## src/hw/rtl/gmst_pkg.sv

```systemverilog
// ----------------------------------------------------------------------------
// gmst_pkg
// Shared types, slot map, address letters and the G-word group match for the
// modal state tracker.
// ----------------------------------------------------------------------------
package gmst_pkg;

  localparam int DEF_VALUE_WIDTH = 32;
  localparam int DEF_SLOT_COUNT  = 42;
  localparam int SLOT_W          = 6;
  localparam int OP_DEPTH        = 2;
  localparam int OUT_DEPTH       = 4;

  localparam logic [SLOT_W-1:0] SLOT_G00 = 6'd0;
  localparam logic [SLOT_W-1:0] SLOT_G01 = 6'd1;
  localparam logic [SLOT_W-1:0] SLOT_G02 = 6'd2;
  localparam logic [SLOT_W-1:0] SLOT_G03 = 6'd3;
  localparam logic [SLOT_W-1:0] SLOT_G04 = 6'd4;
  localparam logic [SLOT_W-1:0] SLOT_G05 = 6'd5;
  localparam logic [SLOT_W-1:0] SLOT_G06 = 6'd6;
  localparam logic [SLOT_W-1:0] SLOT_G07 = 6'd7;
  localparam logic [SLOT_W-1:0] SLOT_G08 = 6'd8;
  localparam logic [SLOT_W-1:0] SLOT_G09 = 6'd9;
  localparam logic [SLOT_W-1:0] SLOT_G10 = 6'd10;
  localparam logic [SLOT_W-1:0] SLOT_G11 = 6'd11;
  localparam logic [SLOT_W-1:0] SLOT_G12 = 6'd12;
  localparam logic [SLOT_W-1:0] SLOT_G13 = 6'd13;
  localparam logic [SLOT_W-1:0] SLOT_G14 = 6'd14;
  localparam logic [SLOT_W-1:0] SLOT_G15 = 6'd15;
  localparam logic [SLOT_W-1:0] SLOT_G16 = 6'd16;
  localparam logic [SLOT_W-1:0] SLOT_G17 = 6'd17;
  localparam logic [SLOT_W-1:0] SLOT_G18 = 6'd18;
  localparam logic [SLOT_W-1:0] SLOT_G20 = 6'd19;
  localparam logic [SLOT_W-1:0] SLOT_G22 = 6'd20;
  localparam logic [SLOT_W-1:0] SLOT_G34 = 6'd21;
  localparam logic [SLOT_W-1:0] SLOT_M   = 6'd22;
  localparam logic [SLOT_W-1:0] SLOT_PG  = 6'd23;
  localparam logic [SLOT_W-1:0] SLOT_PX  = 6'd24;
  localparam logic [SLOT_W-1:0] SLOT_X   = 6'd25;
  localparam logic [SLOT_W-1:0] SLOT_Y   = 6'd26;
  localparam logic [SLOT_W-1:0] SLOT_Z   = 6'd27;
  localparam logic [SLOT_W-1:0] SLOT_I   = 6'd28;
  localparam logic [SLOT_W-1:0] SLOT_J   = 6'd29;
  localparam logic [SLOT_W-1:0] SLOT_K   = 6'd30;
  localparam logic [SLOT_W-1:0] SLOT_H   = 6'd31;
  localparam logic [SLOT_W-1:0] SLOT_P   = 6'd32;
  localparam logic [SLOT_W-1:0] SLOT_AR  = 6'd33;
  localparam logic [SLOT_W-1:0] SLOT_PR  = 6'd34;
  localparam logic [SLOT_W-1:0] SLOT_S   = 6'd35;
  localparam logic [SLOT_W-1:0] SLOT_F   = 6'd36;
  localparam logic [SLOT_W-1:0] SLOT_T   = 6'd37;
  localparam logic [SLOT_W-1:0] SLOT_D   = 6'd38;
  localparam logic [SLOT_W-1:0] SLOT_E   = 6'd39;
  localparam logic [SLOT_W-1:0] SLOT_L   = 6'd40;
  localparam logic [SLOT_W-1:0] SLOT_Q   = 6'd41;
  localparam logic [SLOT_W-1:0] NO_SLOT  = 6'd63;

  localparam logic [6:0] LTR_D = 7'd68;
  localparam logic [6:0] LTR_E = 7'd69;
  localparam logic [6:0] LTR_F = 7'd70;
  localparam logic [6:0] LTR_G = 7'd71;
  localparam logic [6:0] LTR_H = 7'd72;
  localparam logic [6:0] LTR_I = 7'd73;
  localparam logic [6:0] LTR_J = 7'd74;
  localparam logic [6:0] LTR_K = 7'd75;
  localparam logic [6:0] LTR_L = 7'd76;
  localparam logic [6:0] LTR_M = 7'd77;
  localparam logic [6:0] LTR_P = 7'd80;
  localparam logic [6:0] LTR_Q = 7'd81;
  localparam logic [6:0] LTR_R = 7'd82;
  localparam logic [6:0] LTR_S = 7'd83;
  localparam logic [6:0] LTR_T = 7'd84;
  localparam logic [6:0] LTR_X = 7'd88;
  localparam logic [6:0] LTR_Y = 7'd89;
  localparam logic [6:0] LTR_Z = 7'd90;

  localparam logic REQ_WORD = 1'b0;
  localparam logic REQ_READ = 1'b1;

  localparam longint G_DWELL     = 64'sd4000;
  localparam longint G_CYCLE_OFF = 64'sd80000;
  localparam longint M_CALL      = 64'sd98000;

  typedef struct packed {
    logic               req_type;
    logic [6:0]         word_letter;
    logic signed [31:0] word_value;
    logic               line_end;
    logic [SLOT_W-1:0]  read_slot;
  } in_word_t;

  typedef struct packed {
    logic [SLOT_W-1:0]  slot_index;
    logic signed [31:0] slot_value;
    logic               format_error;
    logic               last_result;
  } out_word_t;

  // One classified word on its way from the front end to the back end.
  // cnt is the number of slots touched; zero means an ignored word.
  typedef struct packed {
    logic               is_read;
    logic [1:0]         cnt;
    logic [SLOT_W-1:0]  slot_a;
    logic [SLOT_W-1:0]  slot_b;
    logic signed [31:0] value;
    logic               err;
  } op_t;

  typedef struct packed {
    logic [1:0]        cnt;
    logic [SLOT_W-1:0] a;
    logic [SLOT_W-1:0] b;
  } g_class_t;

  function automatic logic in_span(longint v, longint lo, longint hi);
    return (v >= lo) && (v <= hi);
  endfunction

  // Maps a G value to its modal group slot. G80.4 and G81.4 also touch
  // the synchronization group.
  function automatic g_class_t classify_g(longint v);
    g_class_t c;
    c.cnt = 2'd1;
    c.a   = NO_SLOT;
    c.b   = NO_SLOT;
    if (v == 0 || v == 1000 || v == 2000 || v == 3000 || v == 33000 ||
        v == 75000 || v == 77000 || v == 78000 || v == 79000) c.a = SLOT_G01;
    else if (v == 4000) c.a = SLOT_G00;
    else if (v == 15000 || v == 16000) c.a = SLOT_G17;
    else if (in_span(v, 17000, 19000)) c.a = SLOT_G02;
    else if (v == 20000 || v == 21000) c.a = SLOT_G06;
    else if (v == 22000 || v == 23000) c.a = SLOT_G04;
    else if (v == 40000 || v == 41000 || v == 42000) c.a = SLOT_G07;
    else if (v == 40100 || v == 41100 || v == 42100) c.a = SLOT_G18;
    else if (v == 43000 || v == 44000 || v == 49000) c.a = SLOT_G08;
    else if (v == 50000 || v == 51000) c.a = SLOT_G11;
    else if (v == 50100 || v == 51100) c.a = SLOT_G22;
    else if (in_span(v, 54000, 59000)) c.a = SLOT_G14;
    else if (in_span(v, 60000, 64000)) c.a = SLOT_G15;
    else if (v == 66000 || v == 67000) c.a = SLOT_G12;
    else if (v == 68000 || v == 69000) c.a = SLOT_G16;
    else if (v == 73000 || v == 74000 || v == 76000 || in_span(v, 80000, 89000)) begin
      c.a = SLOT_G09;
      if (v == 80400 || v == 81400) begin
        c.cnt = 2'd2;
        c.b   = SLOT_G34;
      end
    end
    else if (v == 90000 || v == 91000) c.a = SLOT_G03;
    else if (v == 93000 || v == 94000 || v == 95000) c.a = SLOT_G05;
    else if (v == 96000 || v == 97000) c.a = SLOT_G13;
    else if (v == 98000 || v == 99000) c.a = SLOT_G10;
    else if (v == 160000 || v == 161000) c.a = SLOT_G20;
    else c.cnt = 2'd0;
    return c;
  endfunction

  // Power-on contents of the modal table.
  function automatic logic signed [31:0] reset_value(logic [SLOT_W-1:0] slot);
    logic signed [31:0] r;
    case (slot)
      SLOT_G02: r = 32'sd17000;
      SLOT_G03: r = 32'sd90000;
      SLOT_G04: r = 32'sd22000;
      SLOT_G05: r = 32'sd94000;
      SLOT_G06: r = 32'sd21000;
      SLOT_G07: r = 32'sd40000;
      SLOT_G08: r = 32'sd49000;
      SLOT_G09: r = 32'sd80000;
      SLOT_G10: r = 32'sd98000;
      SLOT_G11: r = 32'sd50000;
      SLOT_G12: r = 32'sd67000;
      SLOT_G13: r = 32'sd97000;
      SLOT_G14: r = 32'sd54000;
      SLOT_G15: r = 32'sd64000;
      SLOT_G16: r = 32'sd69000;
      SLOT_G17: r = 32'sd15000;
      SLOT_G18: r = 32'sd40100;
      SLOT_G20: r = 32'sd160000;
      SLOT_G22: r = 32'sd50100;
      SLOT_G34: r = 32'sd80400;
      default:  r = 32'sd0;
    endcase
    return r;
  endfunction

endpackage

```

## src/hw/rtl/gmst_ram.sv

```systemverilog
// ----------------------------------------------------------------------------
// gmst_ram
// Generic RAM with one write port and one registered read port.
// ----------------------------------------------------------------------------
module gmst_ram #(
  parameter int WIDTH = 32,
  parameter int DEPTH = 42,
  localparam int AW   = (DEPTH > 1) ? $clog2(DEPTH) : 1
) (
  input  logic             clk,
  input  logic             we,
  input  logic [AW-1:0]    waddr,
  input  logic [WIDTH-1:0] wdata,
  input  logic [AW-1:0]    raddr,
  output logic [WIDTH-1:0] rdata
);

  logic [WIDTH-1:0] mem [DEPTH];

  always_ff @(posedge clk) begin
    if (we) begin
      mem[waddr] <= wdata;
    end
    rdata <= mem[raddr];
  end

endmodule

```

## src/hw/rtl/gmst_queue.sv

```systemverilog
// ----------------------------------------------------------------------------
// gmst_queue
// Small register queue with occupancy count.
// ----------------------------------------------------------------------------
module gmst_queue #(
  parameter type T    = logic,
  parameter int DEPTH = 2,
  localparam int PW   = (DEPTH > 1) ? $clog2(DEPTH) : 1,
  localparam int CW   = $clog2(DEPTH + 1)
) (
  input  logic          clk,
  input  logic          rst,
  input  logic          push,
  input  T              wdata,
  input  logic          pop,
  output T              rdata,
  output logic          empty,
  output logic          full,
  output logic [CW-1:0] count
);

  T              slots [DEPTH];
  logic [PW-1:0] wr_ptr;
  logic [PW-1:0] rd_ptr;
  logic          do_push;
  logic          do_pop;

  assign do_push = push && !full;
  assign do_pop  = pop && !empty;
  assign empty   = (count == '0);
  assign full    = (count == CW'(DEPTH));
  assign rdata   = slots[rd_ptr];

  always_ff @(posedge clk) begin
    if (do_push) begin
      slots[wr_ptr] <= wdata;
    end
  end

  always_ff @(posedge clk) begin
    if (rst) begin
      wr_ptr <= '0;
      rd_ptr <= '0;
      count  <= '0;
    end else begin
      if (do_push) begin
        wr_ptr <= (wr_ptr == PW'(DEPTH - 1)) ? '0 : wr_ptr + 1'b1;
      end
      if (do_pop) begin
        rd_ptr <= (rd_ptr == PW'(DEPTH - 1)) ? '0 : rd_ptr + 1'b1;
      end
      case ({do_push, do_pop})
        2'b10:   count <= count + 1'b1;
        2'b01:   count <= count - 1'b1;
        default: count <= count;
      endcase
    end
  end

endmodule

```

## src/hw/rtl/gmst_front.sv

```systemverilog
// ----------------------------------------------------------------------------
// gmst_front
// Classifies each incoming word into the slots it touches and tracks the
// M98 call state and the two modal flags that steer X and R.
// ----------------------------------------------------------------------------
module gmst_front
  import gmst_pkg::*;
#(
  parameter int VALUE_WIDTH = DEF_VALUE_WIDTH,
  parameter int SLOT_COUNT  = DEF_SLOT_COUNT
) (
  input  logic     clk,
  input  logic     rst,
  input  in_word_t item,
  input  logic     accept,
  output op_t      op
);

  logic call_pending;
  logic call_pending_next;
  logic dwell_active;
  logic dwell_active_next;
  logic cycle_off;
  logic cycle_off_next;

  logic signed [VALUE_WIDTH-1:0] wv;
  longint                        v;
  g_class_t                      gc;
  logic [SLOT_W-1:0]             plain;

  assign wv = VALUE_WIDTH'(item.word_value);
  assign v  = 64'(wv);
  assign gc = classify_g(v);

  always_comb begin
    case (item.word_letter)
      LTR_X:   plain = dwell_active ? SLOT_PX : SLOT_X;
      LTR_Y:   plain = SLOT_Y;
      LTR_Z:   plain = SLOT_Z;
      LTR_I:   plain = SLOT_I;
      LTR_J:   plain = SLOT_J;
      LTR_K:   plain = SLOT_K;
      LTR_H:   plain = SLOT_H;
      LTR_P:   plain = SLOT_P;
      LTR_R:   plain = cycle_off ? SLOT_AR : SLOT_PR;
      LTR_S:   plain = SLOT_S;
      LTR_F:   plain = SLOT_F;
      LTR_T:   plain = SLOT_T;
      LTR_D:   plain = SLOT_D;
      LTR_E:   plain = SLOT_E;
      LTR_L:   plain = SLOT_L;
      LTR_Q:   plain = SLOT_Q;
      LTR_M:   plain = SLOT_M;
      default: plain = NO_SLOT;
    endcase
  end

  always_comb begin
    op                = '0;
    op.value          = item.word_value;
    op.slot_a         = NO_SLOT;
    op.slot_b         = NO_SLOT;
    call_pending_next = call_pending;
    dwell_active_next = dwell_active;
    cycle_off_next    = cycle_off;

    if (item.req_type == REQ_READ) begin
      op.is_read = 1'b1;
      if (32'(item.read_slot) < 32'(SLOT_COUNT)) begin
        op.cnt    = 2'd1;
        op.slot_a = item.read_slot;
      end
    end else begin
      if (call_pending) begin
        call_pending_next = 1'b0;
        if (item.word_letter == LTR_P) begin
          op.cnt    = 2'd2;
          op.slot_a = SLOT_PG;
          op.slot_b = SLOT_P;
        end else begin
          op.err = 1'b1;
        end
      end

      if (op.cnt == 2'd0) begin
        if (item.word_letter == LTR_G) begin
          op.cnt    = gc.cnt;
          op.slot_a = gc.a;
          op.slot_b = gc.b;
        end else begin
          op.slot_a = plain;
          op.cnt    = (plain != NO_SLOT) ? 2'd1 : 2'd0;
          if (item.word_letter == LTR_M && v == M_CALL) begin
            call_pending_next = 1'b1;
          end
        end
      end

      // A call still open at the end of a line is dropped and flagged.
      if (item.line_end && call_pending_next) begin
        op.err            = 1'b1;
        call_pending_next = 1'b0;
      end

      // Only G words reach the group 00 and group 09 slots.
      if (op.cnt != 2'd0 && op.slot_a == SLOT_G00) begin
        dwell_active_next = (v == G_DWELL);
      end
      if (op.cnt != 2'd0 && op.slot_a == SLOT_G09) begin
        cycle_off_next = (v == G_CYCLE_OFF);
      end
    end
  end

  always_ff @(posedge clk) begin
    if (rst) begin
      call_pending <= 1'b0;
      dwell_active <= 1'b0;
      cycle_off    <= 1'b1;
    end else if (accept) begin
      call_pending <= call_pending_next;
      dwell_active <= dwell_active_next;
      cycle_off    <= cycle_off_next;
    end
  end

endmodule

```

## src/hw/rtl/gmst_back.sv

```systemverilog
// ----------------------------------------------------------------------------
// gmst_back
// Carries out classified words against the modal table, one slot per cycle
// while the result queue has room, and hands each result to that queue.
// ----------------------------------------------------------------------------
module gmst_back
  import gmst_pkg::*;
#(
  parameter int VALUE_WIDTH = DEF_VALUE_WIDTH,
  parameter int SLOT_COUNT  = DEF_SLOT_COUNT,
  localparam int AW         = $clog2(SLOT_COUNT),
  localparam int OCW        = $clog2(OUT_DEPTH + 1)
) (
  input  logic           clk,
  input  logic           rst,
  input  op_t            op,
  input  logic           op_empty,
  output logic           op_pop,
  input  logic [OCW-1:0] out_count,
  output logic           out_push,
  output out_word_t      out_word
);

  logic                  phase;
  logic                  phase_next;
  logic [SLOT_COUNT-1:0] valid;

  logic                  s1_valid;
  logic [SLOT_W-1:0]     s1_slot;
  logic signed [31:0]    s1_value;
  logic                  s1_err;
  logic                  s1_last;
  logic                  s1_use_ram;

  logic                          issue;
  logic                          can_issue;
  logic                          none;
  logic                          last;
  logic [SLOT_W-1:0]             cur_slot;
  logic [AW-1:0]                 idx;
  logic signed [VALUE_WIDTH-1:0] wv;
  logic                          ram_we;
  logic [VALUE_WIDTH-1:0]        ram_rdata;
  logic signed [VALUE_WIDTH-1:0] ram_value;

  // Room is counted against the staged result as well as the queue.
  assign can_issue = (OCW'(out_count) + OCW'(s1_valid)) < OCW'(OUT_DEPTH);
  assign issue     = !op_empty && can_issue;
  assign none      = (op.cnt == 2'd0);
  assign last      = (op.cnt != 2'd2) || phase;
  assign cur_slot  = phase ? op.slot_b : op.slot_a;
  assign idx       = AW'(cur_slot);
  assign wv        = VALUE_WIDTH'(op.value);
  assign ram_we    = issue && !op.is_read && !none;
  assign op_pop    = issue && last;
  assign phase_next = issue ? !last : phase;

  gmst_ram #(
    .WIDTH (VALUE_WIDTH),
    .DEPTH (SLOT_COUNT)
  ) u_table (
    .clk   (clk),
    .we    (ram_we),
    .waddr (idx),
    .wdata (wv),
    .raddr (idx),
    .rdata (ram_rdata)
  );

  assign ram_value = ram_rdata;

  always_ff @(posedge clk) begin
    if (rst) begin
      phase    <= 1'b0;
      valid    <= '0;
      s1_valid <= 1'b0;
    end else begin
      phase    <= phase_next;
      s1_valid <= issue;
      if (ram_we) begin
        valid[idx] <= 1'b1;
      end
    end
  end

  // A slot never written since reset reads as its power-on value.
  always_ff @(posedge clk) begin
    if (issue) begin
      s1_slot    <= none ? NO_SLOT : cur_slot;
      s1_err     <= op.err;
      s1_last    <= last;
      s1_use_ram <= op.is_read && !none && valid[idx];
      if (none) begin
        s1_value <= 32'sd0;
      end else if (op.is_read) begin
        s1_value <= reset_value(cur_slot);
      end else begin
        s1_value <= 32'(wv);
      end
    end
  end

  assign out_push              = s1_valid;
  assign out_word.slot_index   = s1_slot;
  assign out_word.slot_value   = s1_use_ram ? 32'(ram_value) : s1_value;
  assign out_word.format_error = s1_err;
  assign out_word.last_result  = s1_last;

endmodule

```

## src/hw/rtl/gcode_modal_state_tracker.sv

```systemverilog
// ----------------------------------------------------------------------------
// gcode_modal_state_tracker
// Tracks the modal state of a G-code program one word at a time and answers
// reads of single modal slots.
//
//   Channel   Handshake          Payload     Meaning
//   input     push / full        item        program word or slot read
//   result    empty / pop        result      slot written or read, one or two
//
// One word is accepted per cycle while full is low. A word touches at most one
// table slot per cycle in the back end, which has a single write port on the
// table RAM, so G80.4, G81.4 and P after M98 handle their two slots in turn.
// A word waits in the op queue, its results in the back-end result stage.
// Reset clears the queues, the per-slot valid bits and the call state; the
// table reads its power-on values at once, with no clearing pass.
// full rises when the two-word queue between front and back end holds two
// words; the back end stops issuing when the four-word result queue has no room.
// ----------------------------------------------------------------------------
module gcode_modal_state_tracker
  import gmst_pkg::*;
#(
  parameter int VALUE_WIDTH = DEF_VALUE_WIDTH,
  parameter int SLOT_COUNT  = DEF_SLOT_COUNT
) (
  input  logic      clk,
  input  logic      rst,
  input  logic      push,
  output logic      full,
  input  in_word_t  item,
  output logic      empty,
  input  logic      pop,
  output out_word_t result
);

  localparam int OCW = $clog2(OUT_DEPTH + 1);

  logic           accept;
  op_t            op_in;
  op_t            op_head;
  logic           op_empty;
  logic           op_pop;
  logic           out_push;
  logic           out_full;
  out_word_t      out_word;
  logic [OCW-1:0] out_count;

  assign accept = push && !full;

  gmst_front #(
    .VALUE_WIDTH (VALUE_WIDTH),
    .SLOT_COUNT  (SLOT_COUNT)
  ) u_front (
    .clk    (clk),
    .rst    (rst),
    .item   (item),
    .accept (accept),
    .op     (op_in)
  );

  gmst_queue #(
    .T     (op_t),
    .DEPTH (OP_DEPTH)
  ) u_op_queue (
    .clk   (clk),
    .rst   (rst),
    .push  (push),
    .wdata (op_in),
    .pop   (op_pop),
    .rdata (op_head),
    .empty (op_empty),
    .full  (full),
    .count ()
  );

  gmst_back #(
    .VALUE_WIDTH (VALUE_WIDTH),
    .SLOT_COUNT  (SLOT_COUNT)
  ) u_back (
    .clk       (clk),
    .rst       (rst),
    .op        (op_head),
    .op_empty  (op_empty),
    .op_pop    (op_pop),
    .out_count (out_count),
    .out_push  (out_push),
    .out_word  (out_word)
  );

  gmst_queue #(
    .T     (out_word_t),
    .DEPTH (OUT_DEPTH)
  ) u_out_queue (
    .clk   (clk),
    .rst   (rst),
    .push  (out_push),
    .wdata (out_word),
    .pop   (pop),
    .rdata (result),
    .empty (empty),
    .full  (out_full),
    .count (out_count)
  );

  // The back end must never hand a result to a full result queue.
  a_no_out_overflow: assert property (@(posedge clk) disable iff (rst)
    !(out_push && out_full))
    else $error("result queue overflow");

  // The back end only retires a word that is really queued.
  a_pop_nonempty: assert property (@(posedge clk) disable iff (rst)
    op_pop |-> !op_empty)
    else $error("op queue popped while empty");

  // An ignored word always reports a zero value.
  a_no_slot_zero: assert property (@(posedge clk) disable iff (rst)
    (!empty && result.slot_index == NO_SLOT) |-> (result.slot_value == 32'sd0))
    else $error("ignored word with nonzero value");

  // The first result of a two-slot word always names a real slot.
  a_two_slot_order: assert property (@(posedge clk) disable iff (rst)
    (out_push && !out_word.last_result) |-> (out_word.slot_index != NO_SLOT))
    else $error("first result of a two-slot word has no slot");

endmodule
```

## config.mk

```make
export PLATFORM = sky130hd
export DESIGN_NAME = gcode_modal_state_tracker
export DESIGN_NICKNAME = d
export VERILOG_FILES = /design/src/hw/rtl/gmst_pkg.sv /design/src/hw/rtl/gmst_ram.sv /design/src/hw/rtl/gmst_queue.sv /design/src/hw/rtl/gmst_front.sv /design/src/hw/rtl/gmst_back.sv /design/src/hw/rtl/gcode_modal_state_tracker.sv
export SDC_FILE = /design/constraint.sdc
export NUM_CORES = 2
export LEC_CHECK = 0
export BUFFER_PORTS_ARGS = -buffer_cell sky130_fd_sc_hd__buf_2
export CAP_MARGIN = 0
export CORE_ASPECT_RATIO = 0.6
export CORE_MARGIN = 3
export CORE_UTILIZATION = 40
export DETAILED_ROUTE_END_ITERATION = 6
export REMOVE_ABC_BUFFERS = 1
export SLEW_MARGIN = 30
export SYNTH_ARGS = -nofsm -noshare
export SYNTH_HDL_FRONTEND = slang
export SYNTH_SLANG_ARGS = --single-unit
```

## constraint.sdc

```tcl
create_clock -name clk -period 10.09 [get_ports clk]
set_input_delay 2.018 -clock clk [delete_from_list [all_inputs] [get_ports clk]]
set_output_delay 2.018 -clock clk [all_outputs]
set_load 0.01 [all_outputs]
```

==> flow_summary.json <==
{
  "ys_async_sr_fraction_pct": 0,
  "drtAntennaViolNets": 0,
  "cts_buffers": 156,
  "drc": 0,
  "synth_seq_cells": 1728,
  "numPortBuffers": 92,
  "synth.area.mux_share_pct": 3.89,
  "fin_util_pct": 45.1,
  "final_cell_mix": "edfxtp_1 (1,635), nand2_1 (1,192), nand3_1 (495)",
  "gp_congestion": 0.949,
  "antenna_found_initial": 11,
  "syn_avg_cell_area_sq_um": 13.7,
  "seq_area_frac_synth_pct": 72.9,
  "final_common_cell": "edfxtp_1",
  "critPathMaxFanout": 115,
  "fin_hold_ws_ns": 0.468,
  "hold_start": "u_back.valid[13]",
  "synth_warnings": 0,
  "nets": 5167,
  "synth_flop_cell": "edfxtp_1",
  "required_ns": 10.51,
  "synthAdderAreaFrac_pct": 0.293,
  "fin_worst_skew_ns": 0.0621,
  "outcome": "finished clean",
  "hold_viol_final": 0,
  "place_inst": 7283,
  "yosysUniqueCellTypes": 82,
  "vdd_ir_drop_max_mv": 0.296,
  "synth_compound_area_share_pct": 6.59,
  "met2_length_um": 83500,
  "fin_cells": 7561,
  "die_area_sq_um": 180000,
  "p_leak_nw": 25.3,
  "min_to": "u_back.valid[13]",
  "grt_pass1_wl_um": 298000,
  "initial_core_util_pct": 40.4,
  "grt_usage_pct": 22.3,
  "setup_viol": 0,
  "hold_buffers": 0,
  "synth_xor_area_share_pct": 0.113,
  "first_pass_iters": 6,
  "wl_met1_um": 95400,
  "synth_top_family_by_area": "simple AND/OR/NAND/NOR gates",
  "slew_headroom_pct": 26.2,
  "rows": 118,
  "r2r_end": "u_back.u_table.mem[27][23]",
  "syn_to_final_growth_pct": 11.7,
  "start_kind": "flip-flop",
  "reg2reg_slack_ns": 4.64,
  "viasPerCell": 5.89,
  "fillers": 15400,
  "cts_root_buf": "clkbuf_16",
  "dpl.hpwl_um": 116000,
  "crit_type": "flip-flop to flip-flop",
  "hold_path.class": "flip-flop to flip-flop",
  "cts_resized": 0,
  "synth_cells": 5114,
  "fmax_ghz": 0.183,
  "die_x_um": 546,
  "tightest_slew_ns": 1.11,
  "crit_start": "u_back.phase",
  "rr_startpoint": "u_back.phase",
  "numClockSinks": 1728,
  "num_io_pins": 93,
  "grt_max_degree": 174,
  "arrival_ns": 5.87,
  "clk_latency_ns": 0.81,
  "vias": 44600,
  "fin_tns_setup_ns": 0,
  "synth_edf_count": 1635,
  "drt_iter0_drc": 6613,
  "worstHoldPathCells": 2,
  "grt_remaining_overflow": 0,
  "yosys.area_share.simple_pct": 13.9,
  "rsz0062_at_grt": "false",
  "rr_worst_depth": 9,
  "drive_above_1_share_pct": 12.4,
  "wl_per_cell_um": 27.3,
  "period_needed_ns": 5.45,
  "h-tree-depth": 4,
  "grt_pass1_vias": 41500,
  "clockBufferDepth": 4,
  "highest_layer": "met5",
  "fp.dieH_um": 330,
  "slew_violations": 0,
  "worst_setup_path_end_kind": "flip-flop",
  "cts_setup_buffers": 0,
  "tritoncts": "done",
  "finalCritPeriodShare_pct": 54.0,
  "core_area_sq_um": 173000,
  "cap_violations": 0,
  "clk_pin_slew_worst_paths_ns": 0.07,
  "power.density_nw_per_um2": 272,
  "wl_um": 207000,
  "met3_length_um": 24500,
  "syn_area_sq_um": 69900
}
## metrics by stage
stage                     instance area, sq um  worst slack, ns  total power [mW]
after floorplan                          68400           -60.83              13.3
final                                    78100             4.64              21.2
after detailed placement                 73100             4.69              15.4
after global placement                   73000             4.62              15.3
after global routing                     78100             4.44              22.1
after CTS                                78000             4.70              21.3
## power by group
part | leakage [nW] | switching, mW | internal [mW]
combinational | 7.36 | 4.59 | 1.68
sequential | 15.5 | 0.166 | 8.86
clock | 2.42 | 2.60 | 3.35
total | 25.3 | 7.35 | 13.9
## worst max-delay path by stage
stage | to | slack, ns | cells past startpoint
2_1_floorplan | u_back.u_table.mem[15][0] | -60.83 | 5
3_3_place_gp | u_op_queue.slots[0][44] | 4.62 | 10
3_5_place_dp | u_op_queue.slots[1][45] | 4.69 | 9
4_1_cts | u_back.u_table.mem[28][26] | 4.70 | 8
5_1_grt | u_back.u_table.mem[28][26] | 4.44 | 8
6_report | u_back.u_table.mem[27][23] | 4.64 | 9
## worst max-delay path: stages (launching register included)
cell and delay, ns:
dfxtp_1 0.83, mux2i_1 0.25, mux2i_4 0.17, buf_4 0.60, inv_8 0.39, buf_4 0.49, nor2_1 0.27, nand3_1 0.48
nor2_4 0.78, buf_4 0.54
## flip-flops by register name, summed over array words and instances (netlist names), 2 cells and up, named ones only
register              cells
u_back.u_table.mem     1344
u_out_queue.slots       160
u_op_queue.slots         90
u_back.valid             42
u_back.s1_value          32
u_back.u_table.rdata     32
u_back.s1_slot            6
u_out_queue.count         3
u_op_queue.count          2
u_out_queue.rd_ptr        2
u_out_queue.wr_ptr        2
## Yosys cell counts (6+ instances only)
library cell / n / area (sq um)
edfxtp_1: 1635 / 49100
nand2_1: 1193 / 4480
nand3_1: 495 / 2480
nor2_1: 213 / 800
a311oi_1: 205 / 1800
clkbuf_1: 203 / 762
buf_2: 113 / 566
dfxtp_1: 93 / 1860
and3_1: 81 / 507
mux4_2: 81 / 1820
a21oi_1: 73 / 365
a31oi_1: 67 / 419
mux2_2: 67 / 754
o21ai_0: 66 / 330
a211oi_1: 53 / 398
and2_1: 48 / 300
nor3_1: 41 / 205
nor4_1: 34 / 213
buf_1: 32 / 120
a311o_1: 23 / 230
o211ai_1: 23 / 173
inv_1: 21 / 78.8
nand2b_1: 20 / 125
ha_1: 14 / 175
mux2i_1: 14 / 140
nand4_1: 14 / 87.6
a22oi_1: 12 / 90.1
buf_4: 11 / 82.6
a221oi_1: 10 / 87.6
a31o_2: 9 / 78.8
o22ai_1: 9 / 56.3
nor2b_1: 8 / 50.1
or4_1: 8 / 60.1
a211o_1: 7 / 61.3
nand4b_1: 6 / 52.6
o31a_1: 6 / 52.6
or4bb_1: 6 / 67.6
## routing by layer
layer / GRT usage, % / vias up
li1: - / 19300
met1: 35.9 / 22600
met2: 30.0 / 2399
met3: 6.31 / 244
met4: 3.54 / 2
met5: 0 / -
## final cells by class
class | count | area (sq um) | area share, %
multi-input cells | 3002 | 17800 | 22.8
flip-flops and latches | 1728 | 51000 | 65.3
well taps | 2340 | 2930 | 3.75
repair buffers | 191 | 1340 | 1.71
clock inverters | 70 | 726 | 0.929
inverters | 22 | 97.6 | 0.125
diodes | 7 | 17.5 | 0.0224
clock buffers | 201 | 4240 | 5.43
## kinds of logic (layout without fill, tap and decap cells)
logic type | count (synthesis) | in the layout
buf+inv | 384 | 484
flops | 1728 | 1728
other cells | 0 | 7
xor+xnor | 9 | 9
simple gates | 2200 | 2200
fa+ha+maj | 16 | 16
mux | 162 | 162
compound gates | 615 | 615
Note: power is estimated with default switching activity, not from simulation.
